$ cat config.mk
export PLATFORM = sky130hd
export DESIGN_NAME = dpmm_ram
export DESIGN_NICKNAME = d
export VERILOG_FILES = /design/src/design/dpmm_ram.sv
export SDC_FILE = /design/constraint.sdc
export NUM_CORES = 1
export LEC_CHECK = 0
export BUFFER_PORTS_ARGS = -buffer_cell sky130_fd_sc_hd__buf_4
export CAP_MARGIN = 20
export CORE_ASPECT_RATIO = 0.7
export CORE_MARGIN = 2
export CORE_UTILIZATION = 52
export CTS_CLUSTER_DIAMETER = 80
export DETAILED_ROUTE_END_ITERATION = 8
export HOLD_SLACK_MARGIN = 0.05
export PLACE_DENSITY = 0.67
export SLEW_MARGIN = 20
export SYNTH_ARGS = -nofsm -noshare
export SYNTH_HDL_FRONTEND = slang
export SYNTH_SLANG_ARGS = --single-unit
export TNS_END_PERCENT = 50
$ cat constraint.sdc
create_clock -name clock -period 3.3 [get_ports clock]
set_input_delay 0.165 -clock clock [delete_from_list [all_inputs] [get_ports clock]]
set_output_delay 0.165 -clock clock [all_outputs]
set_load 0.005 [all_outputs]
$ cat src/design/dpmm_ram.sv
module dpmm_ram #(
   parameter int WIDTH = 8,
   parameter int DEPTH = 64
) (
   input  logic                     clock,
   input  logic                     we,
   input  logic [$clog2(DEPTH)-1:0] addr,
   input  logic [WIDTH-1:0]         wdata,
   output logic [WIDTH-1:0]         rdata
);
   logic [WIDTH-1:0] mem [DEPTH];
   logic [WIDTH-1:0] rdata_ff;

   always_ff @(posedge clock) begin
      if (we) begin
         mem[addr] <= wdata;
      end
      rdata_ff <= mem[addr];
   end

   assign rdata = rdata_ff;
endmodule

==> impl_metrics.yaml, run 1 <==
outcome:
  status: "complete, no violations"
global_routing:
  grt_pass1_vias: 11302
  grt_pass1_wl_um: 75950
  antenna_found_initial: 0
  overflow: 0
  grt_use_total_pct: 25.93
  grt_max_degree: 65
sta:
  slew_violations: 0
  max_slew_margin_pct: 40.29
  setup_viol: 0
  finalHoldViolCount: 0
  max_freq_mhz: 441.6
  setup_tns_ns: 0
  skew_ns: 0.01612
  rsz0062_at_grt: "no"
  period_share_pct: 68.62
  worstMarginPinSlew_ns: 0.8845
  period_needed_ns: 2.265
clock_tree:
  clkSinkCount: 520
  ctsHoldBuffers: 0
  clk_latency_ns: 0.57
  htreeDepth: 2
  cts_setup_buffers: 0
  cts_buffers: 47
  cts_resized: 0
  tritoncts: "done"
  clockRootBuffer: "clkbuf_16"
  cts.path.max_buffers: 3
  clk_pin_slew_worst_paths_ns: 0.06
die:
  die_h_um: 169.9
  pin_count: 24
  die_w_um: 241.0
  rows: 60
  die_area_mm2: 0.04095
  start_util_pct: 53.00
  core-area_mm2: 0.03859
flow_run:
  cap_violations: 0
synthesis:
  ys_warn_count: 0
  synth.distinct_cells: 56
  synthAdderAreaFrac_pct: 0
  synthCells: 1171
  synth_area_mm2: 0.02045
  synth_top_family_by_area: "multiplexers"
  yosysSeqAreaShare_pct: 75.97
  synth_edf_count: 512
  synth_compound_area_share_pct: 8.076
  yosysMostFrequentCell: "edfxtp_1"
  async_flop_share_pct: 0
  yosys.area.top_type: "edfxtp_1"
  synth-simple-area-share_pct: 5.715
  synth_mux_area_share_pct: 8.260
  synth_area_leaders: "edfxtp_1 (75%), mux4_2 (4.5%), mux2i_1 (3.1%)"
  syn_area_per_cell_um2: 17.46
  ys.flop_type: "edfxtp_1"
  yosysTopAreaCellShare_pct: 75.18
  syn_nets: 1187
  ys_top_cells_by_count: "edfxtp_1 (512), nor2_1 (82), mux2i_1 (63)"
  synthXorXnorAreaFrac_pct: 0
  ys_seq_elements: 520
worst_setup_path:
  endpoint: "rdata[1]"
  rrSetupSlack_ns: 1.04
  end_kind: "flip-flop"
  rr_endpoint: "rdata[1]"
  worst-r2r-cell-count: 5
  path_max_fanout: 1
  crit_type: "flip-flop to flip-flop"
  r2r_start: "mem[4][1]"
  cp-start-kind: "flip-flop"
  worst_ep_arrival_time_ns: 2.69
  required_ns: 3.73
  startpoint: "mem[4][1]"
layout:
  final_area_mm2: 0.02311
  nNetsFinal: 1277
  drive_gt1_share_pct: 18.44
  area_growth_pct: 13.03
  nFillCells: 2866
  n_antenna_cell: 0
route:
  routedWlPerCell_um: 28.52
  drt_iter0_drc: 1645
  final_antenna_net_count: 0
  vias: 11596
  dr.pass1.iters: 5
  routed_wl_um: 51980
  vias_per_cell: 6.361
  drcViolationCount: 0
hold_path:
  holdPathStages: 4
  hold_path.class: "primary input to flip-flop"
  hp-start: "addr[4]"
placement:
  gp_congestion: 0.8630
  hpwlAfterDp_um: 32730
  io_buffers: 23
  place_area_mm2: 0.02169
pwr:
  ir_drop_v: 0.0005241
  p_leak_nw: 7.549
  powerDensity_mw_per_mm2: 573.4
==> critical path, cell delays in order, from the launching register on <==
cell and delay [ns]:
edfxtp_1 0.37, mux4_2 0.54, mux2i_1 0.24, o22a_1 0.17
o311ai_0 0.27, or4_1 0.53
==> through the flow <==
step | util (%) | total power, mW | hold slack, ns | setup WS [ns] | cells
floorplan | - | 7.863 | 0.2639 | 1.036 | 1171
global placement | 56.21 | 8.222 | 0.5458 | 0.5655 | 1739
detailed placement | 56.21 | 8.233 | 0.5460 | 0.5517 | 1739
CTS | 59.90 | 13.30 | 0.08702 | 1.062 | 1823
global route | 59.90 | 13.61 | 0.1433 | 1.040 | 1823
finish | 59.90 | 13.25 | 0.09962 | 1.035 | 1823
==> metal layers <==
| layer | track usage (%) | vias to the layer above | share of wire [%] | wire [um] |
|---|---|---|---|---|
| li1 | - | 4928 | - | - |
| met1 | 39.61 | 5920 | 43 | 22290 |
| met2 | 35.98 | 668 | 42 | 21900 |
| met3 | 8.759 | 80 | 13 | 6763 |
| met4 | 6.092 | 0 | 2.0 | 1031 |
| met5 | 0 | - | 0 | 0 |
==> placed cells by master, fill, tap and decap left out, types with 21 or more instances in the layout <==
cell type  count
a21oi_1       28
a221oi_1      21
a22oi_1       40
buf_4        117
clkbuf_16     49
edfxtp_1     512
mux2i_1       63
mux4_2        41
nand2_1       45
nand2b_1      24
nor2_1        81
o22ai_1       22
==> power by group <==
group | leakage, nW | internal [mW] | total (mW) | switching, mW
sequential | 4.67 | 7.31 | 7.33 | 0.0228
combinational | 2.18 | 0.259 | 0.765 | 0.507
clock | 0.698 | 2.85 | 5.15 | 2.31
==> sequential cells by signal (all words and copies together) (netlist names) <==
register,flops
mem,512
rdata,8
==> logic make-up (layout without fill, tap and decap cells) <==
kind of cell,Yosys count,count (layout)
flip-flops,520,520
AND/OR/NAND/NOR,229,229
AO/OA/AOI/OAI,222,222
multiplexers,116,116
buffers and inverters,84,209
==> layout make-up <==
cell class / count / area (um2) / share of cell area (%)
clock buffer: 56 / 1252 / 5.419
clock inverter: 28 / 171.4 / 0.7416
inverter: 3 / 11.26 / 0.04872
multi-input combinational: 567 / 4514 / 19.53
sequential: 520 / 15530 / 67.21
tap: 527 / 659.4 / 2.853
timing repair buffer: 122 / 969.7 / 4.195
==> worst min-delay path by stage <==
stage / end / slack, ns
CTS: rdata[2] / 0.09
detailed placement: rdata[1] / 0.55
global placement: rdata[1] / 0.55
floorplan: mem[0][0] / 0.26
finish: rdata[2] / 0.1
global route: rdata[0] / 0.14
No activity file was read; power rests on OpenSTA's default activity.
==> run 2, diff against run 1 <==
==> constraint.sdc (replaced) <==
create_clock -name clock -period 2.1 [get_ports clock]
set_input_delay 0.105 -clock clock [delete_from_list [all_inputs] [get_ports clock]]
set_output_delay 0.105 -clock clock [all_outputs]
set_load 0.005 [all_outputs]
==> impl_metrics.yaml, run 2 (synthesized netlist as in run 1, its figures left out) <==
outcome:
  status: "complete, no violations"
global_routing:
  grt_use_total_pct: 27.31
  overflow: 0
  antenna_found_initial: 0
  grt_pass1_vias: 11663
  grt_max_degree: 65
  grt_pass1_wl_um: 79450
layout:
  largest_reg_flops: 512
  fin_cells: 1964
  n_antenna_cell: 0
  layout_common_cells: "edfxtp_1 (512), buf_4 (241), nor2_1 (78), mux2i_1 (63), clkbuf_16 (49)"
  multi_input_area_mm2: 0.004551
  top_register: "mem"
  layout_commonest_cell: "edfxtp_1"
  nFillCells: 2778
  nNetsFinal: 1417
  seq_area_mm2: 0.01553
  drive_gt1_share_pct: 27.91
  area_growth_pct: 19.84
  fin_util_pct: 63.51
sta:
  worstMarginPinSlew_ns: 0.9684
  period_share_pct: 98.26
  setup_tns_ns: 0
  slew_violations: 0
  max_freq_mhz: 484.6
  period_needed_ns: 2.063
  holdWs_ns: 0.1134
  skew_ns: 0.01561
  finalHoldViolCount: 0
  max_slew_margin_pct: 35.24
  setup_viol: 0
  rsz0062_at_grt: "yes"
worst_setup_path:
  crit_type: "flip-flop to flip-flop"
  cp-start-kind: "flip-flop"
  slowest_delay_ns: 0.55
  crit_path_top_delay_cell: "or4b_1"
  worst_ep_arrival_time_ns: 2.50
  path_max_fanout: 1
  worst-path-buf-inv: 1
  cp_cell_sequence: "mux4_2 -> mux2i_1 -> buf_4 -> o22ai_1 -> or4b_1"
  cp_num_cells: 5
  worst-r2r-cell-count: 5
  end_kind: "flip-flop"
  required_ns: 2.53
  critPathTopFamily: "multiplexers"
route:
  routed_wl_um: 54850
  drt_iter0_drc: 1867
  vias: 12301
  dr.pass1.iters: 5
  final_antenna_net_count: 0
  vias_per_cell: 6.263
  routedWlPerCell_um: 27.93
  drcViolationCount: 0
clock_tree:
  clk_latency_ns: 0.57
  tritoncts: "done"
  htreeDepth: 2
  cts.path.max_buffers: 3
  cts_buffers: 47
  clkSinkCount: 520
  ctsHoldBuffers: 0
  clockRootBuffer: "clkbuf_16"
  clk_pin_slew_worst_paths_ns: 0.06
die:
  die_area_mm2: 0.04095
  core-area_mm2: 0.03859
  die_w_um: 241.0
  die_h_um: 169.9
  pin_count: 24
  rows: 60
  start_util_pct: 53.00
pwr:
  powerDensity_mw_per_mm2: 878.1
  p_leak_nw: 8.365
  ir_drop_v: 0.0006807
  finalPower_mw: 21.52
hold_path:
  holdPathStages: 1
  hold_path.class: "primary input to flip-flop"
placement:
  placed_cells: 1879
  gp_congestion: 0.9253
  hpwlAfterDp_um: 36030
  io_buffers: 23
flow_run:
  cap_violations: 0
[run 2: cell type report]
| cell class | count | area share (%) |
|---|---|---|
| Clock buffer | 60 | 5.417 |
| Sequential cell | 520 | 63.39 |
| Inverter | 3 | 0.04595 |
| Multi-Input combinational cell | 567 | 18.57 |
| Clock inverter | 25 | 0.8220 |
| Timing Repair Buffer | 262 | 9.063 |
| Tap cell | 527 | 2.691 |
[run 2: through the flow]
step | worst slack, ns | cell area, um2
final | 0.03657 | 24510
after global routing | -0.006242 | 24510
after CTS | 0.0004499 | 24480
after detailed placement | -0.3813 | 22950
after global placement | -0.3468 | 22950
after floorplan | -0.1038 | 20460
[run 2: metal layers]
| layer | up-vias | GRT usage [%] | part of all wire (%) |
|---|---|---|---|
| li1 | 5212 | - | - |
| met1 | 6286 | 44.24 | 44 |
| met2 | 751 | 37.74 | 42 |
| met3 | 52 | 6.829 | 12 |
| met4 | 0 | 4.670 | 1.1 |
| met5 | - | 0 | 0 |
[run 2: power by group]
group / switching, mW / internal, mW / total [mW]
Clock: 3.70 / 4.83 / 8.53
Combinational: 0.874 / 0.587 / 1.46
Sequential: 0.0362 / 11.5 / 11.5
[run 2: repair_timing]
| action | CTS | global route |
|---|---|---|
| resized for setup | 1 | 7 |
| buffers inserted | 0 | 0 |
| pin swaps | 0 | 2 |
| endpoints found under the setup margin | 1 | 5 |
[run 2: path summary, 6_finish.rpt]
path,start,end,slack [ns]
hold reg to reg,mem[3][2],rdata[2],0.66
hold / removal,wdata[3],mem[0][3],0.11
setup reg to reg,mem[0][5],rdata[5],0.04
setup / recovery,mem[0][5],rdata[5],0.04
==> run 3, diff against run 2 <==
==> constraint.sdc (replaced) <==
create_clock -name clock -period 2.44 [get_ports clock]
set_input_delay 0.122 -clock clock [delete_from_list [all_inputs] [get_ports clock]]
set_output_delay 0.122 -clock clock [all_outputs]
set_load 0.005 [all_outputs]
==> impl_metrics.yaml, run 3 (synthesized netlist as in run 1, its figures left out) <==
outcome:
  status: "complete, no violations"
route:
  dr.pass1.iters: 6
  drt_iter0_drc: 1710
  drcViolationCount: 0
  vias_per_cell: 6.307
  vias: 11851
  routed_wl_um: 52740
  final_antenna_net_count: 0
  routedWlPerCell_um: 28.07
layout:
  final_area_mm2: 0.02362
  fin_cells: 1879
  n_antenna_cell: 0
  top_register: "mem"
  largest_reg_flops: 512
  layout_common_cells: "edfxtp_1 (512), buf_4 (169), nor2_1 (81), mux2i_1 (63), clkbuf_16 (47)"
  drive_gt1_share_pct: 22.26
  nNetsFinal: 1334
  nFillCells: 2832
  area_growth_pct: 15.48
  fin_util_pct: 61.20
  layout_commonest_cell: "edfxtp_1"
pwr:
  p_clk_share_pct: 38.6
  switching_share_pct: 21.45
  p_leak_nw: 7.860
  p_int_mw: 14.13
  ir_drop_v: 0.0006609
  finalPower_mw: 17.99
  powerDensity_mw_per_mm2: 762.0
  pwr-share-seq_pct: 55.1
  power_switching_mw: 3.860
  p_comb_share_pct: 6.2
clock_tree:
  clk_latency_ns: 0.56
  clk_pin_slew_worst_paths_ns: 0.06
  cts_setup_buffers: 0
  ctsHoldBuffers: 0
  cts_resized: 0
  cts.path.max_buffers: 3
  cts_buffers: 46
  clockRootBuffer: "clkbuf_16"
  htreeDepth: 2
  tritoncts: "done"
  clkSinkCount: 520
worst_setup_path:
  r2r_start: "mem[4][1]"
  rrSetupSlack_ns: 0.31
  end_kind: "flip-flop"
  rr_endpoint: "rdata[1]"
  cp_cell_sequence: "mux4_2 -> mux2i_1 -> buf_4 -> o22a_1 -> o311ai_0 -> or4_1"
  slowest_delay_ns: 0.49
  path_max_fanout: 1
  crit_type: "flip-flop to flip-flop"
  startpoint: "mem[4][1]"
  cp-start-kind: "flip-flop"
  worst-r2r-cell-count: 6
  worst-path-buf-inv: 1
  crit_path_top_delay_cell: "mux4_2"
  required_ns: 2.86
  critPathTopFamily: "multiplexers"
  worst_ep_arrival_time_ns: 2.55
global_routing:
  grt_max_degree: 65
  grt_use_total_pct: 26.22
  overflow: 0
  grt_pass1_wl_um: 76840
  grt_pass1_vias: 11456
  antenna_found_initial: 0
die:
  pin_count: 24
  start_util_pct: 53.00
  die_w_um: 241.0
  rows: 60
  core-area_mm2: 0.03859
  die_area_mm2: 0.04095
  die_h_um: 169.9
sta:
  finalHoldViolCount: 0
  period_needed_ns: 2.129
  slew_violations: 0
  rsz0062_at_grt: "no"
  max_slew_margin_pct: 45.01
  setup_viol: 0
  max_freq_mhz: 469.7
  setup_tns_ns: 0
  worstMarginPinSlew_ns: 0.8248
  period_share_pct: 87.26
  skew_ns: 0.01698
hold_path:
  holdPathStages: 1
  hp-start: "wdata[5]"
  hold_path.class: "primary input to flip-flop"
  min_to: "mem[45][5]"
placement:
  place_area_mm2: 0.02220
  hpwlAfterDp_um: 33660
  placed_cells: 1797
  gp_congestion: 0.8822
  io_buffers: 23
flow_run:
  cap_violations: 0
[run 3: changes by cell type in the layout (fill, tap and decap cells not counted), moves of 2 or more]
cell       change
clkbuf_1       +6
clkbuf_8       -3
nor2_1         +3
buf_12        -10
o311ai_0       +2
nor2_2         -3
clkbuf_16      -2
clkinv_2       -4
buf_4         -72
[run 3: routing by layer]
metal,wire (um),part of all wire (%),track usage [%]
met1,22540,43,39.18
met2,22390,42,36.62
met3,6395,12,8.970
met4,1407,2.7,7.488
met5,0,0,0
[run 3: layout make-up]
type | count | area (um2) | area share, %
clock buffer | 61 | 1259 | 5.330
clock inverter | 21 | 156.4 | 0.6623
inverter | 3 | 11.26 | 0.04768
multi-input combinational | 567 | 4514 | 19.12
sequential | 520 | 15530 | 65.78
tap | 527 | 659.4 | 2.792
timing repair buffer | 180 | 1480 | 6.268
[run 3: worst max path at each step]
stage | depth (start not counted) | endpoint | slack [ns]
after floorplan | 7 | mem[13][0] | 0.22
after global placement | 7 | rdata[6] | 0.02
after detailed placement | 9 | rdata[7] | 0.03
after CTS | 6 | rdata[1] | 0.32
after global routing | 7 | rdata[3] | 0.21
final | 6 | rdata[1] | 0.31
[run 3: power groups by stage]
stage                     clock [mW]  combinational [mW]  sequential, mW
after global routing            7.35                1.18            9.92
after detailed placement           0                1.09            10.1
after global placement             0                1.08            10.1
final                           6.95                1.12            9.92
after floorplan                    0               0.537            10.1
after CTS                       7.03                1.10            9.92
[run 3: through the flow]
step | hold slack [ns] | setup WS (ns)
CTS | 0.08468 | 0.3248
global route | 0.1492 | 0.2150
detailed placement | 0.5488 | 0.02980
global placement | 0.5500 | 0.02406
finish | 0.1209 | 0.3108
floorplan | 0.2209 | 0.2192
[run 3: worst register-to-register path, stage by stage (launching register included)]
cell and delay [ns]:
edfxtp_1 0.37, mux4_2 0.49, mux2i_1 0.15, buf_4 0.17
o22a_1 0.13, o311ai_0 0.25, or4_1 0.47
