`src/design/dpmm_pkg.sv`:
```
package dpmm_pkg;
   localparam int PROC_SLOTS = 8;
   localparam int PAGE_BYTES = 64;
   localparam int PHYS_BYTES = 4096;
   localparam int VIRT_BYTES = 1024;
   localparam int VPAGES = (VIRT_BYTES + PAGE_BYTES - 1) / PAGE_BYTES;
   localparam int FRAMES = PHYS_BYTES / PAGE_BYTES;
   localparam int SLOT_W = $clog2(PROC_SLOTS) > 0 ? $clog2(PROC_SLOTS) : 1;
   localparam int VP_W = $clog2(VPAGES) > 0 ? $clog2(VPAGES) : 1;
   localparam int FR_W = $clog2(FRAMES) > 0 ? $clog2(FRAMES) : 1;
   localparam int OFF_W = $clog2(PAGE_BYTES);
   localparam int PA_W = FR_W + OFF_W;
   localparam int PT_W = SLOT_W + VP_W;
   localparam int RES_W = $clog2(FRAMES + VPAGES + 1);

   typedef enum logic [1:0] {
      CMD_CREATE = 2'd0, CMD_READ = 2'd1, CMD_WRITE = 2'd2, CMD_EXIT = 2'd3
   } cmd_type;

   typedef enum logic [2:0] {
      ST_OK = 3'd0, ST_NO_SLOT = 3'd1, ST_NO_SPACE = 3'd2, ST_TOO_LARGE = 3'd3,
      ST_BAD_PID = 3'd4, ST_RANGE = 3'd5, ST_NO_FRAME = 3'd6
   } status_type;

   typedef struct packed {
      logic [1:0]  cmd;
      logic [3:0]  proc_id;
      logic [9:0]  vaddr;
      logic [10:0] request_size;
      logic [7:0]  wdata;
   } req_type;

   typedef struct packed {
      logic [2:0] status;
      logic [2:0] new_pid;
      logic [7:0] rdata;
   } rsp_type;

   typedef struct packed {
      logic          we;
      logic [PT_W-1:0] addr;
      logic          present;
      logic [FR_W-1:0] frame;
   } pt_port_type;

   typedef struct packed {
      logic          we;
      logic [PA_W-1:0] addr;
      logic [7:0]    data;
   } pm_port_type;
endpackage

```
`src/design/dpmm_ctrl.sv`:
```
module dpmm_ctrl (
   input  logic                        clock,
   input  logic                        reset,
   input  logic                        req_valid,
   output logic                        req_ready,
   input  dpmm_pkg::req_type           req_data,
   output logic                        rsp_valid,
   input  logic                        rsp_ready,
   output dpmm_pkg::rsp_type           rsp_data,
   output dpmm_pkg::pt_port_type       pt_port,
   input  logic [dpmm_pkg::FR_W:0]     pt_rdata,
   output dpmm_pkg::pm_port_type       pm_port,
   input  logic [7:0]                  pm_rdata
);
   import dpmm_pkg::*;

   typedef enum logic [3:0] {
      S_CLEAR, S_IDLE, S_DECODE, S_PTREAD, S_PTWAIT, S_MAP, S_ZERO, S_ACCESS,
      S_RDWAIT, S_INIT, S_EXITRD, S_EXITWAIT, S_RESP
   } state_type;

   state_type state_ff, state_in;
   req_type req_ff, req_in;
   rsp_type rsp_ff, rsp_in;
   logic [PROC_SLOTS-1:0] running_ff, running_in;
   logic [10:0] bytes_ff [PROC_SLOTS];
   logic [10:0] bytes_wr;
   logic bytes_we;
   logic [FRAMES-1:0] used_ff, used_in;
   logic [RES_W-1:0] resv_ff, resv_in;
   logic [PA_W:0] cnt_ff, cnt_in;
   logic [SLOT_W-1:0] slot_ff, slot_in;
   logic [FR_W-1:0] frame_ff, frame_in;
   logic valid_ff, valid_in;

   logic [SLOT_W-1:0] free_slot;
   logic              have_slot;
   logic [FR_W-1:0]   free_frame;
   logic              have_frame;
   logic [SLOT_W-1:0] pid;
   logic              pid_ok;
   logic [VP_W-1:0]   vpage;
   logic [OFF_W-1:0]  voff;
   logic [VP_W:0]     size_pages;

   always_comb begin
      free_slot = '0;
      have_slot = 1'b0;
      for (int i = PROC_SLOTS - 1; i >= 0; i--) begin
         if (!running_ff[i]) begin
            free_slot = SLOT_W'(i);
            have_slot = 1'b1;
         end
      end
      free_frame = '0;
      have_frame = 1'b0;
      for (int i = FRAMES - 1; i >= 0; i--) begin
         if (!used_ff[i]) begin
            free_frame = FR_W'(i);
            have_frame = 1'b1;
         end
      end
   end

   assign pid    = req_ff.proc_id[SLOT_W-1:0];
   assign pid_ok = (32'(req_ff.proc_id) < PROC_SLOTS) && running_ff[pid];
   assign vpage  = VP_W'(req_ff.vaddr / PAGE_BYTES);
   assign voff   = OFF_W'(req_ff.vaddr % PAGE_BYTES);
   assign size_pages = (VP_W+1)'((32'(bytes_ff[slot_ff]) + PAGE_BYTES - 1) / PAGE_BYTES);

   always_comb begin
      state_in   = state_ff;
      req_in     = req_ff;
      rsp_in     = rsp_ff;
      running_in = running_ff;
      used_in    = used_ff;
      resv_in    = resv_ff;
      cnt_in     = cnt_ff;
      slot_in    = slot_ff;
      frame_in   = frame_ff;
      valid_in   = valid_ff;
      bytes_we   = 1'b0;
      bytes_wr   = '0;
      pt_port    = '0;
      pm_port    = '0;
      unique case (state_ff)
         S_CLEAR: begin
            pm_port.we   = 1'b1;
            pm_port.addr = cnt_ff[PA_W-1:0];
            cnt_in = cnt_ff + 1'b1;
            if (cnt_ff[PA_W-1:0] == PA_W'(PHYS_BYTES - 1)) begin
               state_in = S_IDLE;
            end
         end
         S_IDLE: begin
            if (req_valid) begin
               req_in   = req_data;
               state_in = S_DECODE;
            end
         end
         S_DECODE: begin
            rsp_in   = '0;
            state_in = S_RESP;
            slot_in  = pid;
            unique case (cmd_type'(req_ff.cmd))
               CMD_CREATE: begin
                  if (!have_slot) begin
                     rsp_in.status = ST_NO_SLOT;
                  end else if (32'(resv_ff) * PAGE_BYTES + 32'(req_ff.request_size)
                               > PHYS_BYTES) begin
                     rsp_in.status = ST_NO_SPACE;
                  end else if (32'(req_ff.request_size) > VIRT_BYTES) begin
                     rsp_in.status = ST_TOO_LARGE;
                  end else begin
                     slot_in   = free_slot;
                     cnt_in    = '0;
                     state_in  = S_INIT;
                  end
               end
               CMD_READ, CMD_WRITE: begin
                  if (!pid_ok) begin
                     rsp_in.status = ST_BAD_PID;
                  end else if (11'(req_ff.vaddr) >= bytes_ff[pid]) begin
                     rsp_in.status = ST_RANGE;
                  end else begin
                     state_in = S_PTREAD;
                  end
               end
               CMD_EXIT: begin
                  if (!pid_ok) begin
                     rsp_in.status = ST_BAD_PID;
                  end else begin
                     cnt_in   = '0;
                     state_in = S_EXITRD;
                  end
               end
               default: state_in = S_RESP;
            endcase
         end
         S_INIT: begin
            pt_port.we   = 1'b1;
            pt_port.addr = {slot_ff, cnt_ff[VP_W-1:0]};
            cnt_in = cnt_ff + 1'b1;
            if (cnt_ff[VP_W-1:0] == VP_W'(VPAGES - 1)) begin
               bytes_we = 1'b1;
               bytes_wr = req_ff.request_size;
               resv_in  = resv_ff + RES_W'((32'(req_ff.request_size) + PAGE_BYTES - 1)
                                           / PAGE_BYTES);
               running_in[slot_ff] = 1'b1;
               rsp_in.new_pid = 3'(slot_ff);
               state_in = S_RESP;
            end
         end
         S_PTREAD: begin
            pt_port.addr = {slot_ff, vpage};
            state_in = S_PTWAIT;
         end
         S_PTWAIT: begin
            if (pt_rdata[FR_W]) begin
               frame_in = pt_rdata[FR_W-1:0];
               state_in = S_ACCESS;
            end else if (!have_frame) begin
               rsp_in.status = ST_NO_FRAME;
               state_in = S_RESP;
            end else begin
               frame_in = free_frame;
               state_in = S_MAP;
            end
         end
         S_MAP: begin
            pt_port.we      = 1'b1;
            pt_port.addr    = {slot_ff, vpage};
            pt_port.present = 1'b1;
            pt_port.frame   = frame_ff;
            used_in[frame_ff] = 1'b1;
            cnt_in = '0;
            state_in = (cmd_type'(req_ff.cmd) == CMD_READ) ? S_ZERO : S_ACCESS;
         end
         S_ZERO: begin
            pm_port.we   = 1'b1;
            pm_port.addr = {frame_ff, cnt_ff[OFF_W-1:0]};
            cnt_in = cnt_ff + 1'b1;
            if (cnt_ff[OFF_W-1:0] == OFF_W'(PAGE_BYTES - 1)) begin
               state_in = S_ACCESS;
            end
         end
         S_ACCESS: begin
            pm_port.addr = {frame_ff, voff};
            if (cmd_type'(req_ff.cmd) == CMD_WRITE) begin
               pm_port.we   = 1'b1;
               pm_port.data = req_ff.wdata;
               state_in = S_RESP;
            end else begin
               state_in = S_RDWAIT;
            end
         end
         S_RDWAIT: begin
            rsp_in.rdata = pm_rdata;
            state_in = S_RESP;
         end
         S_EXITRD: begin
            if (32'(cnt_ff) >= VPAGES || cnt_ff[VP_W:0] >= size_pages) begin
               resv_in  = (resv_ff >= RES_W'(size_pages)) ? resv_ff - RES_W'(size_pages)
                                                           : '0;
               bytes_we = 1'b1;
               bytes_wr = '0;
               running_in[slot_ff] = 1'b0;
               state_in = S_RESP;
            end else begin
               pt_port.addr = {slot_ff, cnt_ff[VP_W-1:0]};
               state_in = S_EXITWAIT;
            end
         end
         S_EXITWAIT: begin
            if (pt_rdata[FR_W]) begin
               used_in[pt_rdata[FR_W-1:0]] = 1'b0;
            end
            pt_port.we   = 1'b1;
            pt_port.addr = {slot_ff, cnt_ff[VP_W-1:0]};
            cnt_in = cnt_ff + 1'b1;
            state_in = S_EXITRD;
         end
         S_RESP: begin
            valid_in = 1'b1;
            if (valid_ff && rsp_ready) begin
               valid_in = 1'b0;
               state_in = S_IDLE;
            end
         end
         default: state_in = S_IDLE;
      endcase
   end

   always_ff @(posedge clock) begin
      if (reset) begin
         state_ff   <= S_CLEAR;
         running_ff <= '0;
         used_ff    <= '0;
         resv_ff    <= '0;
         cnt_ff     <= '0;
         valid_ff   <= 1'b0;
         for (int i = 0; i < PROC_SLOTS; i++) begin
            bytes_ff[i] <= '0;
         end
      end else begin
         state_ff   <= state_in;
         running_ff <= running_in;
         used_ff    <= used_in;
         resv_ff    <= resv_in;
         cnt_ff     <= cnt_in;
         valid_ff   <= valid_in;
         if (bytes_we) begin
            bytes_ff[slot_ff] <= bytes_wr;
         end
      end
      req_ff    <= req_in;
      rsp_ff    <= rsp_in;
      slot_ff   <= slot_in;
      frame_ff  <= frame_in;
   end

   assign req_ready = (state_ff == S_IDLE);
   assign rsp_valid = valid_ff;
   assign rsp_data  = rsp_ff;
endmodule

```
`config.mk`:
```
export PLATFORM = sky130hd
export DESIGN_NAME = dpmm_ctrl
export DESIGN_NICKNAME = d
export VERILOG_FILES = /design/src/design/dpmm_pkg.sv /design/src/design/dpmm_ctrl.sv
export SDC_FILE = /design/constraint.sdc
export NUM_CORES = 1
export LEC_CHECK = 0
export BUFFER_PORTS_ARGS = -buffer_cell sky130_fd_sc_hd__buf_4
export CAP_MARGIN = 20
export CORE_MARGIN = 1.5
export CORE_UTILIZATION = 55
export DETAILED_ROUTE_END_ITERATION = 7
export PLACE_DENSITY = 0.77
export SYNTH_ARGS = -nofsm -noshare
export SYNTH_HDL_FRONTEND = slang
export SYNTH_SLANG_ARGS = --single-unit
```
`constraint.sdc`:
```
create_clock -name clock -period 4.3 [get_ports clock]
set_input_delay 0.43 -clock clock [delete_from_list [all_inputs] [get_ports clock]]
set_output_delay 0.43 -clock clock [all_outputs]
set_load 0.01 [all_outputs]
```
==> metrics.yaml, run 1 <==
cells_and_area:
  layout_commonest_cell: "nor2_1"
  stdcell_count: 1816
  layout_common_cells: "nor2_1, nand2_1, edfxtp_1"
  syn_to_final_growth_pct: 19.3
  diodes: 0
  drive_above_1_share: 0.183
  layout.nets: 1572
route:
  vias: 11500
  wire_per_inst_um: 20.8
  antenna_left: 0
  dr.pass1.iters: 8
  via_per_inst: 6.33
  drt_iter0_drc: 1559
  drc: 0
  routed_wl_um: 37800
flow_run:
  cap_violations: 0
synthesis:
  synth-simple-area-share: 0.192
  synth.distinct_cells: 67
  synth.largest_area_cell: "edfxtp_1"
  syn_nets: 1440
  synth_top_area_frac: 0.333
  synth-xor-area-share: 0.0200
  synthCells: 1345
  syn-cell-area_um2: 13100
  synth_top_family_by_area: "simple AND/OR/NAND/NOR gates"
  synthFlopType: "edfxtp_1"
  async_reset_ff_frac: 0
  ys_ff_latch: 249
  yosys_warnings: 0
  synth.avg_cell_area_um2: 9.77
  synthTopCellsByArea: "edfxtp_1, dfxtp_1, mux4_2"
  synth_fa_ha_area_frac: 0.0407
  ys_seq_area_frac: 0.490
  synth_edf_count: 146
  synth_compound_area_frac: 0.154
  synthMuxAreaShare: 0.0768
setup_path:
  ff2ff_setup_slack_ps: -140
  worstReg2RegEnd: "bytes_ff[7][4]"
  worstSetupPathDepth: 16
  critPathMaxFanout: 3
  worstSetupEndpointType: "primary output"
  path_cells: "or4_1 > or4_4 > a21oi_2 > a31oi_2 > o211ai_1 > xor2_1 > inv_1 > ha_4 > a21o_1 > a21o_1 > a21o_1 > a211oi_2 > o21a_1 > buf_4 > a22o_1 > buf_4"
  cp_common_cell: "a21o_1"
  r2r-start: "bytes_ff[0][5]"
  max_stage_delay_ps: 520
  critPathLaunchType: "register"
  startpoint: "bytes_ff[0][5]"
  crit_type: "reg2out"
  crit_buf_inv: 3
  cp-endpoint: "pt_port[9]"
  reg2regPathDepth: 16
  worstPathArrival_ps: 4420
  crit_required_ps: 3870
  critPathTopFamily: "compound AO/OA/AOI/OAI gates"
  critPathSlowestCell: "or4_1"
clocking:
  clkSinkCount: 249
  cts_buffer_depth: 3
  htree_levels: 1
  cts_tree: "built"
  cts_hold_buf: 0
  cts.clk_slew.worst_paths_ps: 60
  cts_root_buffer: "clkbuf_16"
  cts_buffers: 27
  clock_latency_ps: 540
timing:
  slew_headroom: 0.387
  period_share: 1.13
  drv_slew: 0
  worstMarginPinSlew_ps: 913
  setup_viol: 100
  layout_min_cycle_time_ps: 4850
  skew_ps: 13.6
  rsz0062_at_grt: "true"
  final_hold_viol_count: 0
  setup_slack_ps: -555
  timing.fmax_mhz: 206
die:
  die_w_um: 158
  die_height_um: 158
  initial_utilization: 0.560
  die_area_um2: 24800
  fp.coreArea_um2: 23500
  io_pins: 106
  placementRows: 56
power_and_ir_drop:
  leakagePower_nw: 5.55
  power_density_nw_per_um2: 351
  ir_drop_mv: 0.381
global_routing:
  grt_util_all_layers: 0.298
  grt_pass1_wl_um: 56700
  grt-ovfl-total: 0
  grt_pass1_vias: 10600
  antenna_found_initial: 0
  grt_max_degree: 73
placement:
  dpl_worst_slack_ps: -115
  gp_congestion: 0.916
  io_buffers: 105
  dp_hpwl_um: 27100
  place_inst: 1752
outcome:
  status: "complete, but fails checks"
  violations: "setup timing"
hold_path:
  hold_path.class: "in2reg"
-- registers in the layout, summed over array words and instances, names as in the netlist, named ones only --
signal	flops
bytes_ff	88
used_ff	64
req_ff	32
rsp_data	14
cnt_ff	13
resv_ff	7
frame_ff	6
state_ff	4
pid	3
slot_ff	3
rsp_valid	1
-- power by group --
group / internal [mW] / total (mW) / leakage [nW] / switching [mW]
sequential: 2.58 / 2.65 / 2.27 / 0.0684
combinational: 0.245 / 0.508 / 2.85 / 0.263
clock: 1.39 / 2.34 / 0.430 / 0.952
-- cells by family after synthesis --
kind of cell | after synthesis
buf+inv | 91
xor+xnor | 30
simple gates | 543
fa+ha+maj | 41
flops | 249
mux | 57
compound gates | 334
-- final cells by class --
class                   count  area (um^2)
fillers                  1814         7790
multi-input cells        1005         6490
flip-flops and latches    249         6450
repair buffers            157         1320
clock buffers              31          691
well taps                 319          399
clock inverters            18          193
inverters                  37          139
-- synth_stat cells, types with 15 or more instances --
library cell,count
a21o_1,15
a21oi_1,110
a31oi_1,16
and2_1,30
clkbuf_1,44
dfxtp_1,103
edfxtp_1,146
ha_1,38
inv_1,36
mux2i_1,15
mux4_2,34
nand2_1,156
nand2b_1,19
nand3_1,41
nand4_1,22
nor2_1,182
nor2b_1,19
nor3_1,23
nor4_1,20
o21ai_0,101
xnor2_1,16
-- per-stage QoR --
step                TNS [ps]  utilization  hold slack [ps]  power, mW  area [um^2]
floorplan                  0            -              457       2.96        13100
global placement           0        0.618              472       3.15        14500
detailed placement     -4050        0.618              485       3.17        14500
CTS                    -2600        0.661             53.4       5.48        15500
global route          -39440        0.668             49.7       5.64        15700
finish                -14720        0.668             63.2       5.50        15700
-- worst min path at each step --
stage               slack (ps)  cells past startpoint          end         start
global route                50                      1   req_ff[16]  req_data[16]
finish                      60                      1   req_ff[18]  req_data[18]
CTS                         50                      1   req_ff[18]  req_data[18]
global placement           470                      2  used_ff[47]   used_ff[47]
floorplan                  460                      2   used_ff[0]    used_ff[0]
detailed placement         490                      2  used_ff[47]   used_ff[47]
-- repair_timing --
action | in CTS | in global routing
pin swaps | 6 | 16
resized for setup | 16 | 19
setup endpoints to repair | 192 | 198
setup buffers | 7 | 8
-- metal layers --
metal | share of wire | vias to the layer above | wire length, um | global-route usage
met4 | 0.046 | 0 | 1730 | 0.139
met1 | 0.39 | 5470 | 14700 | 0.389
met2 | 0.47 | 682 | 17800 | 0.492
met3 | 0.094 | 125 | 3570 | 0.0443
met5 | 0 | - | 0 | 0
li1 | - | 5215 | - | -
Note: power is estimated with default switching activity, not from simulation.
==> run 2, diff against run 1 <==
--- a/config.mk
+++ b/config.mk
@@ -7,7 +7,7 @@
 export LEC_CHECK = 0
 export BUFFER_PORTS_ARGS = -buffer_cell sky130_fd_sc_hd__buf_4
 export CAP_MARGIN = 20
-export CORE_MARGIN = 1.5
+export CORE_MARGIN = 5
 export CORE_UTILIZATION = 55
 export DETAILED_ROUTE_END_ITERATION = 7
 export PLACE_DENSITY = 0.77
==> metrics.yaml, run 2 (synthesized netlist as in run 1, its figures left out) <==
cells_and_area:
  largest_reg_flops: 88  # unchanged
  finalCoreUtilization: 0.663  # -0.00474
  final_cell_area_um2: 15600  # -0.71%
  layout_commonest_cell: "nor2_1"
  fillers: 1805  # -0.50%
  syn_to_final_growth_pct: 18.4
  diodes: 0  # unchanged
  stdcell_count: 1809  # -0.39%
  layout.nets: 1565  # -0.45%
  reg.largest.list: "bytes_ff (88), used_ff (64), req_ff (32)"
  layout_common_cells: "nor2_1, nand2_1, edfxtp_1"
  drive_above_1_share: 0.174  # -0.00921
  registers.top_by_ff_count: "bytes_ff"
setup_path:
  startpoint: "bytes_ff[0][5]"
  cp-endpoint: "pt_port[12]"
  worstSetupEndpointType: "primary output"
  critPathMaxFanout: 5  # +2
  worstSetupPathDepth: 16  # unchanged
  r2r-start: "bytes_ff[0][5]"
  critPathSlowestCell: "or4_1"
  crit_required_ps: 3870  # about the same
  reg2regPathDepth: 17  # +1
  crit_buf_inv: 2  # -1
  ff2ff_setup_slack_ps: -230  # -90 ps
  path_cells: "or4_1 > or4_4 > a21oi_2 > a31oi_2 > o211ai_1 > buf_4 > nor3_1 > nand2b_1 > ha_1 > a21o_1 > a21o_1 > a211oi_2 > o21a_2 > nor3_2 > nor2b_1 > buf_4"
  crit_type: "reg2out"
  critPathLaunchType: "register"
  worstReg2RegEnd: "bytes_ff[7][8]"
  critPathTopFamily: "simple AND/OR/NAND/NOR gates"
  max_stage_delay_ps: 530  # about the same
  worstPathArrival_ps: 4330  # -90 ps
global_routing:
  grt_max_degree: 71  # -2.7%
  grt_pass1_vias: 10900  # +3.3%
  antenna_found_initial: 1  # +1
  grt_pass1_wl_um: 58700  # +3.5%
  grt_util_all_layers: 0.274  # -0.0243
  grt-ovfl-total: 0  # unchanged
timing:
  worstMarginPinSlew_ps: 1090  # +179 ps
  hold-worst-slack_ps: 59.3  # -3.97 ps
  layout_min_cycle_time_ps: 4760  # -98.9 ps
  setup_viol: 189  # +89%
  setup_slack_ps: -456  # +98.9 ps
  final_hold_viol_count: 0  # unchanged
  skew_ps: 9.41  # -4.14 ps
  period_share: 1.11  # -0.0230
  rsz0062_at_grt: "true"
  drv_slew: 0  # unchanged
  timing.fmax_mhz: 210  # +2.1%
  slew_headroom: 0.271  # -0.116
  setup-tns-final_ps: -23650  # -8930 ps
outcome:
  status: "complete, but fails checks"
  violations: "setup timing"
route:
  drc: 0  # unchanged
  dr.pass1.iters: 6  # -2
  drt_iter0_drc: 1370  # -12%
  vias: 11500  # -0.24%
  via_per_inst: 6.34  # +0.14%
  antenna_left: 0  # unchanged
  routed_wl_um: 38000  # +0.63%
  wire_per_inst_um: 21.0  # +1.0%
die:
  fp.coreArea_um2: 23500  # unchanged
  die_area_um2: 27100  # +9.1%
  die_w_um: 165  # +4.4%
  die_height_um: 165  # +4.4%
  io_pins: 106  # unchanged
  initial_utilization: 0.560  # unchanged
  placementRows: 56  # unchanged
placement:
  placed_area_um2: 14500  # -0.14%
  dpl_worst_slack_ps: -221  # -106 ps
  dp_hpwl_um: 27300  # +0.87%
  io_buffers: 105  # unchanged
  place_inst: 1751  # -0.057%
  gp_congestion: 0.935  # +2.1%
power_and_ir_drop:
  power_frac_comb: 0.089  # -0.003
  leakagePower_nw: 5.48  # -1.2%
  design_power_total_mw: 5.56  # +1.2%
  power_density_nw_per_um2: 357  # +2.0%
  ir_drop_mv: 0.303  # -21%
  power_frac_seq: 0.477  # -0.005
  internal_power_mw: 4.29  # +1.8%
  p_sw_frac: 0.229  # -0.00421
  p_switching_mw: 1.28  # -0.60%
  p_clk_frac: 0.434  # +0.008
clocking:
  cts.clk_slew.worst_paths_ps: 60  # about the same
  clkSinkCount: 249  # unchanged
  cts_buffers: 27  # unchanged
  cts_tree: "built"
  clock_latency_ps: 550  # about the same
  htree_levels: 1  # unchanged
  cts_buffer_depth: 3  # unchanged
  cts_hold_buf: 0  # unchanged
  cts_root_buffer: "clkbuf_16"
flow_run:
  cap_violations: 0  # unchanged
hold_path:
  hold_path.class: "in2reg"
## run 2: changes by cell type in the layout (fill, tap and decap cells not counted), moves of 2 or more
cell | previous run | this run
a22o_1 | 3 | 5
a22o_4 | 2 | 0
buf_12 | 10 | 8
buf_4 | 143 | 141
buf_6 | 4 | 1
clkbuf_1 | 4 | 6
clkinv_2 | 6 | 1
clkinvlp_2 | 0 | 3
nor2_1 | 180 | 182
nor2_2 | 2 | 0
o21ai_0 | 97 | 99
o21ai_1 | 4 | 2
## run 2: cell type report
cell class                      count  area [um^2]  area share
Clock inverter                     15          201      0.0129
Sequential cell                   249         6450       0.414
Timing Repair Buffer              150         1230      0.0790
Inverter                           37          139     0.00892
Multi-Input combinational cell   1005         6440       0.414
Tap cell                          319          399      0.0256
Clock buffer                       34          712      0.0457
## run 2: power by group through the flow
stage | registers (mW) | logic [mW] | clock network, mW
5_1_grt | 2.66 | 0.538 | 2.53
6_report | 2.65 | 0.496 | 2.42
4_1_cts | 2.65 | 0.476 | 2.43
3_3_place_gp | 2.70 | 0.457 | 0
2_1_floorplan | 2.66 | 0.303 | 0
3_5_place_dp | 2.70 | 0.468 | 0
## run 2: metal layers
metal	track usage	vias to the layer above	part of all wire
li1	-	5211	-
met1	0.356	5449	0.38
met2	0.458	666	0.48
met3	0.0464	136	0.098
met4	0.111	2	0.040
met5	0	-	0.00034
## run 2: how the worst min path moves through the flow
stage | from | to | slack [ps] | depth (start not counted)
5_1_grt | req_data[11] | req_ff[11] | 50 | 1
3_5_place_dp | used_ff[0] | used_ff[0] | 480 | 2
4_1_cts | req_data[12] | req_ff[12] | 50 | 1
2_1_floorplan | used_ff[0] | used_ff[0] | 460 | 2
6_report | req_data[9] | req_ff[9] | 60 | 1
3_3_place_gp | used_ff[47] | used_ff[47] | 480 | 2
## run 2: timing repair
action	in CTS	in global routing
resized for setup	9	13
buffers inserted	4	5
pin swaps	9	2
setup endpoints to repair	108	198
